--- src/hw/rtl/pps_pkg.sv ---
`timescale 1ns / 1ps

package pps_pkg;

  localparam int MAX_PROCS_DEF = 16;

  localparam int ARR_W = 16;
  localparam int BUR_W = 16;
  localparam int PRI_W = 8;
  localparam int IDX_W = 4;
  localparam int RES_W = 21;
  localparam int TOT_W = 25;

  localparam int ARR_SPAN = 1 << ARR_W;

  localparam int JOB_W = ARR_W + BUR_W + PRI_W;
  localparam int DYN_W = RES_W;

endpackage

--- src/hw/rtl/preemptive_priority_scheduler.sv ---
`timescale 1ns / 1ps
// Preemptive priority scheduler.
// Input channel (in_valid/in_ready): one beat per job, taken while the block
// is loading. Jobs beyond MAX_PROCS are dropped; a beat with last_job set
// closes the set and starts scheduling. in_ready stays low from then until
// the last result of the set has been placed in the output register.
// Scheduling runs in passes. Each pass walks the stored jobs through one
// shared compare unit, one job per cycle from a RAM with registered read;
// states S_UPD1 and S_UPD2 then apply the chosen run. A pass ends with a
// job finishing, a preemption at the next arrival or an idle jump to it,
// so a set of n jobs needs at most 2n passes.
// Output channel (out_valid/out_ready): one beat per job in load order; each
// beat is prepared in states S_ORD, S_OTAT and S_OEMIT. A stalled receiver
// holds the current beat and the block waits before the next one; after the
// final beat is registered the block clears and loads the next set at once.
// Reset (rst, synchronous) empties the set, zeroes time and drops any
// pending result.
module preemptive_priority_scheduler #(
  parameter int MAX_PROCS = pps_pkg::MAX_PROCS_DEF
) (
  input  logic                      clk,
  input  logic                      rst,
  input  logic                      in_valid,
  output logic                      in_ready,
  input  logic [pps_pkg::ARR_W-1:0] arrival_time,
  input  logic [pps_pkg::BUR_W-1:0] burst_length,
  input  logic [pps_pkg::PRI_W-1:0] priority_level,
  input  logic                      last_job,
  output logic                      out_valid,
  input  logic                      out_ready,
  output logic [pps_pkg::IDX_W-1:0] job_index,
  output logic [pps_pkg::RES_W-1:0] waiting_time,
  output logic [pps_pkg::RES_W-1:0] turnaround_time,
  output logic [pps_pkg::TOT_W-1:0] total_waiting,
  output logic [pps_pkg::TOT_W-1:0] total_turnaround,
  output logic                      last_result
);
  import pps_pkg::*;

  localparam int AW     = $clog2(MAX_PROCS);
  localparam int CW     = $clog2(MAX_PROCS + 1);
  localparam int TW_RAW = $clog2(ARR_SPAN * (MAX_PROCS + 1));
  localparam int TW     = (TW_RAW > RES_W) ? TW_RAW : RES_W;

  localparam logic [2:0] S_LOAD  = 3'd0;
  localparam logic [2:0] S_SCAN  = 3'd1;
  localparam logic [2:0] S_UPD1  = 3'd2;
  localparam logic [2:0] S_UPD2  = 3'd3;
  localparam logic [2:0] S_ORD   = 3'd4;
  localparam logic [2:0] S_OTAT  = 3'd5;
  localparam logic [2:0] S_OEMIT = 3'd6;

  logic [2:0]           state;
  logic [CW-1:0]        job_count;
  logic [CW-1:0]        jobs_done;
  logic [TW-1:0]        cur_time;
  logic [MAX_PROCS-1:0] finished;
  logic [CW-1:0]        ridx;
  logic                 dv;
  logic [AW-1:0]        didx;
  logic                 pick_v;
  logic [AW-1:0]        pick;
  logic [PRI_W-1:0]     best;
  logic [BUR_W-1:0]     pick_rem;
  logic                 have_next;
  logic [ARR_W-1:0]     next_arr;
  logic [BUR_W-1:0]     run_len;
  logic [CW-1:0]        oidx;
  logic [RES_W-1:0]     tat_r;
  logic [BUR_W-1:0]     bur_r;
  logic [TOT_W-1:0]     tw_acc;
  logic [TOT_W-1:0]     tt_acc;

  logic              job_we;
  logic [BUR_W-1:0]  bur_eff;
  logic [JOB_W-1:0]  job_wdata;
  logic [JOB_W-1:0]  job_rdata;
  logic              dyn_we;
  logic [AW-1:0]     dyn_waddr;
  logic [DYN_W-1:0]  dyn_wdata;
  logic [DYN_W-1:0]  dyn_rdata;
  logic [AW-1:0]     raddr;
  logic [ARR_W-1:0]  d_arr;
  logic [BUR_W-1:0]  d_bur;
  logic [PRI_W-1:0]  d_pri;
  logic              d_ready;
  logic [BUR_W-1:0]  rem_next;
  logic [TW-1:0]     time_next;
  logic [TW-1:0]     gap;
  logic              issue;
  logic              scan_done;
  logic              emit;
  logic              o_last;
  logic [RES_W-1:0]  wt_next;
  logic [TOT_W-1:0]  tw_next;
  logic [TOT_W-1:0]  tt_next;
  logic              job_fin;

  assign in_ready = (state == S_LOAD);

  always_comb begin
    bur_eff   = (burst_length == '0) ? BUR_W'(1) : burst_length;
    job_we    = in_valid && in_ready && (job_count != CW'(MAX_PROCS));
    job_wdata = {arrival_time, bur_eff, priority_level};
    rem_next  = pick_rem - run_len;
    time_next = cur_time + TW'(run_len);
    job_fin   = (rem_next == '0);
    dyn_we    = job_we || (state == S_UPD2);
    dyn_waddr = (state == S_UPD2) ? pick : job_count[AW-1:0];
    if (state == S_UPD2) begin
      dyn_wdata = job_fin ? time_next[RES_W-1:0] : DYN_W'(rem_next);
    end else begin
      dyn_wdata = DYN_W'(bur_eff);
    end
    raddr     = (state == S_SCAN) ? ridx[AW-1:0] : oidx[AW-1:0];
    d_arr     = job_rdata[JOB_W-1 -: ARR_W];
    d_bur     = job_rdata[PRI_W +: BUR_W];
    d_pri     = job_rdata[PRI_W-1:0];
    d_ready   = TW'(d_arr) <= cur_time;
    gap       = TW'(next_arr) - cur_time;
    issue     = (ridx != job_count);
    scan_done = !issue && !dv;
    emit      = (state == S_OEMIT) && (!out_valid || out_ready);
    o_last    = ((oidx + CW'(1)) == job_count);
    wt_next   = tat_r - RES_W'(bur_r);
    tw_next   = tw_acc + TOT_W'(wt_next);
    tt_next   = tt_acc + TOT_W'(tat_r);
  end

  pps_ram #(
    .WIDTH (JOB_W),
    .DEPTH (MAX_PROCS)
  ) u_job_ram (
    .clk   (clk),
    .we    (job_we),
    .waddr (job_count[AW-1:0]),
    .wdata (job_wdata),
    .raddr (raddr),
    .rdata (job_rdata)
  );

  pps_ram #(
    .WIDTH (DYN_W),
    .DEPTH (MAX_PROCS)
  ) u_dyn_ram (
    .clk   (clk),
    .we    (dyn_we),
    .waddr (dyn_waddr),
    .wdata (dyn_wdata),
    .raddr (raddr),
    .rdata (dyn_rdata)
  );

  always_ff @(posedge clk) begin
    if (rst) begin
      state     <= S_LOAD;
      job_count <= '0;
      jobs_done <= '0;
      cur_time  <= '0;
      finished  <= '0;
      ridx      <= '0;
      dv        <= 1'b0;
      pick_v    <= 1'b0;
      have_next <= 1'b0;
      oidx      <= '0;
      tw_acc    <= '0;
      tt_acc    <= '0;
      out_valid <= 1'b0;
    end else begin
      if (emit) begin
        out_valid <= 1'b1;
      end else if (out_valid && out_ready) begin
        out_valid <= 1'b0;
      end
      case (state)
        S_LOAD: begin
          if (in_valid) begin
            if (job_we) begin
              job_count <= job_count + CW'(1);
            end
            if (last_job) begin
              state     <= S_SCAN;
              ridx      <= '0;
              dv        <= 1'b0;
              pick_v    <= 1'b0;
              have_next <= 1'b0;
            end
          end
        end
        S_SCAN: begin
          dv   <= issue;
          didx <= ridx[AW-1:0];
          if (issue) begin
            ridx <= ridx + CW'(1);
          end
          if (dv && !finished[didx]) begin
            if (d_ready) begin
              if (!pick_v || d_pri < best) begin
                pick_v   <= 1'b1;
                best     <= d_pri;
                pick     <= didx;
                pick_rem <= dyn_rdata[BUR_W-1:0];
              end
            end else if (!have_next || d_arr < next_arr) begin
              have_next <= 1'b1;
              next_arr  <= d_arr;
            end
          end
          if (scan_done) begin
            if (pick_v) begin
              state <= S_UPD1;
            end else begin
              // idle: jump to the earliest pending arrival and rescan
              cur_time  <= TW'(next_arr);
              ridx      <= '0;
              have_next <= 1'b0;
            end
          end
        end
        S_UPD1: begin
          if (have_next && gap < TW'(pick_rem)) begin
            run_len <= gap[BUR_W-1:0];
          end else begin
            run_len <= pick_rem;
          end
          state <= S_UPD2;
        end
        S_UPD2: begin
          cur_time <= time_next;
          if (job_fin) begin
            finished[pick] <= 1'b1;
            jobs_done      <= jobs_done + CW'(1);
          end
          if (job_fin && (jobs_done + CW'(1)) == job_count) begin
            state <= S_ORD;
            oidx  <= '0;
          end else begin
            state     <= S_SCAN;
            ridx      <= '0;
            dv        <= 1'b0;
            pick_v    <= 1'b0;
            have_next <= 1'b0;
          end
        end
        S_ORD: begin
          state <= S_OTAT;
        end
        S_OTAT: begin
          tat_r <= dyn_rdata[RES_W-1:0] - RES_W'(d_arr);
          bur_r <= d_bur;
          state <= S_OEMIT;
        end
        S_OEMIT: begin
          if (emit) begin
            job_index        <= IDX_W'(oidx);
            waiting_time     <= wt_next;
            turnaround_time  <= tat_r;
            total_waiting    <= tw_next;
            total_turnaround <= tt_next;
            last_result      <= o_last;
            if (o_last) begin
              state     <= S_LOAD;
              job_count <= '0;
              jobs_done <= '0;
              cur_time  <= '0;
              finished  <= '0;
              tw_acc    <= '0;
              tt_acc    <= '0;
            end else begin
              tw_acc <= tw_next;
              tt_acc <= tt_next;
              oidx   <= oidx + CW'(1);
              state  <= S_ORD;
            end
          end
        end
        default: begin
          state <= S_LOAD;
        end
      endcase
    end
  end

  a_done_bound: assert property (@(posedge clk) disable iff (rst)
    jobs_done <= job_count)
    else $error("completed jobs exceed stored jobs");

  a_count_bound: assert property (@(posedge clk) disable iff (rst)
    job_count <= CW'(MAX_PROCS))
    else $error("job store overfilled");

  a_run_nonzero: assert property (@(posedge clk) disable iff (rst)
    state == S_UPD1 |-> pick_rem != '0)
    else $error("picked job has no remaining service");

  a_set_clear: assert property (@(posedge clk) disable iff (rst)
    emit && o_last |=> state == S_LOAD && job_count == '0 && finished == '0 && out_valid)
    else $error("set not cleared after final result");

endmodule

--- src/hw/rtl/pps_ram.sv ---
`timescale 1ns / 1ps

module pps_ram #(
  parameter int WIDTH = 16,
  parameter int DEPTH = 16
) (
  input  logic                     clk,
  input  logic                     we,
  input  logic [$clog2(DEPTH)-1:0] waddr,
  input  logic [WIDTH-1:0]         wdata,
  input  logic [$clog2(DEPTH)-1:0] raddr,
  output logic [WIDTH-1:0]         rdata
);

  logic [WIDTH-1:0] mem [DEPTH];

  always_ff @(posedge clk) begin
    if (we) begin
      mem[waddr] <= wdata;
    end
    rdata <= mem[raddr];
  end

endmodule
--- config.mk ---
export PLATFORM = sky130hd
export DESIGN_NAME = preemptive_priority_scheduler
export DESIGN_NICKNAME = d
export VERILOG_FILES = /design/src/hw/rtl/pps_pkg.sv /design/src/hw/rtl/preemptive_priority_scheduler.sv /design/src/hw/rtl/pps_ram.sv
export SDC_FILE = /design/constraint.sdc
export NUM_CORES = 2
export LEC_CHECK = 0
export ABC_AREA = 1
export BUFFER_PORTS_ARGS = -buffer_cell sky130_fd_sc_hd__buf_2
export CELL_PAD_IN_SITES_DETAIL_PLACEMENT = 1
export CELL_PAD_IN_SITES_GLOBAL_PLACEMENT = 1
export CORE_UTILIZATION = 55
export CTS_CLUSTER_DIAMETER = 60
export DETAILED_ROUTE_END_ITERATION = 8
export PLACE_DENSITY_LB_ADDON = 0.1
export SYNTH_ARGS = -nofsm -noshare
export SYNTH_HDL_FRONTEND = slang
export SYNTH_SLANG_ARGS = --single-unit
--- constraint.sdc ---
create_clock -name clk -period 9.6 [get_ports clk]
set_clock_uncertainty 0.1 [all_clocks]
set_input_delay 1.92 -clock clk [delete_from_list [all_inputs] [get_ports clk]]
set_output_delay 1.92 -clock clk [all_outputs]
set_load 0.03 [all_outputs]
==> reports/metrics.yaml <==
status:
  status: "finished, final reports clean"
setup_path:
  worstSetupPathType: "register to register"
  endpoint: "tw_acc[24]"
  r2r-start: "tat_r[0]"
  reg2reg_depth: 26
  cp-start-kind: "register"
  cp_data_required_time_ns: 10.16
  r2r_slack_ns: 4.82
  worstSetupStartpoint: "tat_r[0]"
  cp-end-kind: "register"
  crit_fanout: 4
  r2r_end: "tw_acc[24]"
  critPathArrivalTime_ns: 5.34
timing:
  post-route-min-period_ns: 4.78
  fmax_mhz: 209
  report.final.slew_viol_count: 0
  finalCritPeriodShare: 0.497
  worstMarginPinSlew_ns: 1.33
  finalSetupViolCount: 0
  slew_headroom: 0.110
  hold_slack_ns: 0.328
  finalSetupTns_ns: 0
  hold_viol: 0
  rsz0062_at_grt: "false"
global_route:
  antenna_found_initial: 17
  grt_pass1_vias: 44500
  overflow: 0
  grt_pass1_wl_mm: 278
  grt.total_usage: 0.346
  grt_start_max_net_pins: 216
route:
  vias: 42900
  viasPerCell: 6.28
  wl_per_cell_um: 27.5
  first_pass_iters: 6
  wl_mm: 188
  antenna_left: 0
  drt_iter0_drc: 3986
  drc: 0
floorplan:
  ioPinCount: 144
  die_x_um: 330
  fp.dieH_um: 330
  core_area_sq_um: 106000
  die-area_sq_um: 109000
  fp-row-count: 119
  initial_core_util: 0.558
logic_synthesis:
  synthFlopType: "edfxtp_1"
  synthDistinctLibCells: 59
  synth_top_area_cell: "edfxtp_1"
  synth_seq_cells: 1349
  synth_edf_count: 1174
  syn_inst: 5215
  syn_nets: 5448
  avgSynthCellArea_sq_um: 11.3
  yosysTopAreaCellShare: 0.596
  synth_common_cells: "1174 x edfxtp_1, 705 x nand2_1, 675 x nor2_1, 541 x o21ai_0, 329 x inv_1"
  yosys-top-cells-area: "edfxtp_1 60%, dfxtp_1 5.9%, o21ai_0 4.6%, nand2_1 4.5%, nor2_1 4.3%"
  yosys_warnings: 0
  seq_area_frac_synth: 0.655
  synth_area_sq_um: 59200
  async_flop_share: 0
  synth_most_common_cell: "edfxtp_1"
cts:
  holdBufCountCts: 0
  cts_resized: 0
  clock-sinks: 1349
  cts_root_buf: "clkbuf_16"
  cts_setup_buffers: 0
  htreeDepth: 4
  clk_latency_ns: 0.77
  cts_tree: "done"
  clkTransAtPathRegs_ns: 0.06
  clock_path_buffers: 3
  numCtsBuffers: 149
pwr:
  power.density_nw_per_um2: 253
  ir_drop_mv: 0.191
  leakagePower_nw: 24.3
placement:
  dp_hpwl_mm: 118
  port_buffers: 143
  gp_congestion: 0.936
worst_hold_path:
  hold_path.class: "register to register"
job:
  drv_cap: 0
final_layout:
  syn_to_final_growth_pct: 11.7
  fin_nets: 5548
  fillers: 10800
  drive_above_1_share: 0.0967
[power by group]
group / switching [mW] / total (mW) / internal (mW) / leakage (nW)
registers: 0.332 / 7.22 / 6.89 / 12.2
logic: 2.69 / 3.80 / 1.11 / 9.75
clock network: 2.38 / 5.70 / 3.32 / 2.38
total: 5.40 / 16.7 / 11.3 / 24.3
[cell families after synthesis]
kind of cell / share of synthesized area
compound gates: 0.128
xor+xnor: 0.0179
fa+ha+maj: 0.0407
buf+inv: 0.0427
flops: 0.655
simple gates: 0.115
[sequential cells by signal (all words and copies together), names as in the netlist, 5 cells and up]
signal            cells
run_len              16
bur_r                16
best                  8
total_turnaround     25
u_job_ram.mem       640
waiting_time         21
u_job_ram.rdata      40
u_dyn_ram.mem       336
tt_acc               25
u_dyn_ram.rdata      21
finished             16
ridx                  5
next_arr             16
total_waiting        25
oidx                  5
tw_acc               25
job_count             5
pick_rem             16
cur_time             21
tat_r                21
jobs_done             5
turnaround_time      21
[through the flow]
step	setup WS (ns)	utilization	std cells	power, mW	cell area [sq um]
global placement	4.87	0.577	6555	10.9	61200
finish	4.82	0.623	6827	16.7	66100
detailed placement	4.72	0.577	6555	11.0	61200
CTS	4.81	0.623	6822	16.7	66000
floorplan	2.43	-	5215	9.63	59200
global route	4.32	0.623	6824	17.3	66000
[per-layer routing]
layer,global-route usage,up-vias,wire (um)
li1,-,19000,-
met1,0.451,21700,75600
met2,0.578,1703,91600
met3,0.0512,429,12400
met4,0.148,10,7980
met5,0,-,68
[cell usage in the layout (no fill, tap or decap), types with 11 or more instances in the layout]
cell type / Yosys / routed
xnor2_1: 40 / 40
nor4_1: 11 / 11
nor2_2: 2 / 18
o21ai_0: 541 / 541
nand4_1: 60 / 60
o21bai_1: 15 / 15
dfxtp_1: 175 / 175
buf_2: 88 / 143
nor3_1: 24 / 22
a21oi_1: 262 / 262
inv_6: 0 / 11
buf_4: 14 / 70
clkbuf_16: 0 / 153
edfxtp_1: 1174 / 1174
clkbuf_8: 0 / 13
o221ai_1: 171 / 171
o22ai_1: 75 / 75
nor2_4: 4 / 22
clkinv_2: 1 / 23
ha_1: 181 / 181
nand3_1: 163 / 163
o211ai_1: 88 / 88
o21ai_1: 64 / 62
xor2_1: 79 / 79
nand2_1: 705 / 705
clkbuf_1: 145 / 35
a31oi_1: 14 / 14
nor2_1: 675 / 641
inv_1: 329 / 329
[cell type report]
class | count | area, sq um | share of cell area
tap | 1391 | 1740 | 0.0263
clock inverter | 66 | 727 | 0.0110
clock buffer | 201 | 4140 | 0.0627
antenna | 5 | 12.5 | 0.000189
multi-input combinational | 3258 | 18100 | 0.274
inverter | 342 | 1310 | 0.0198
timing repair buffer | 215 | 1280 | 0.0194
sequential | 1349 | 38800 | 0.587
[critical path, cell delays in order (launching register included)]
cell	delay (ns)
edfxtp_1	0.42
inv_1	0.09
ha_1	0.14
inv_1	0.07
fa_1	0.42
nand3_1	0.11
nand2_1	0.09
a21oi_1	0.21
o21ai_0	0.16
a21boi_0	0.43
o21ai_0	0.23
nand2_1	0.13
nand2_1	0.08
nor2_1	0.13
xor2_1	0.11
ha_1	0.38
nand2_1	0.07
inv_1	0.08
nand2_1	0.07
nor2_1	0.15
nand4_1	0.11
nand3_1	0.15
nand2_1	0.11
a21oi_1	0.20
xor2_1	0.21
nand2_1	0.08
a21oi_1	0.14
[worst min-delay path by stage]
stage                     endpoint  cells past startpoint                from
after floorplan           bur_r[0]                      0  u_job_ram.rdata[8]
after global placement    bur_r[0]                      0  u_job_ram.rdata[8]
after detailed placement  bur_r[0]                      0  u_job_ram.rdata[8]
after CTS                 bur_r[0]                      0  u_job_ram.rdata[8]
after global routing      bur_r[0]                      0  u_job_ram.rdata[8]
final                     bur_r[0]                      0  u_job_ram.rdata[8]
No activity file was read; power rests on OpenSTA's default activity.
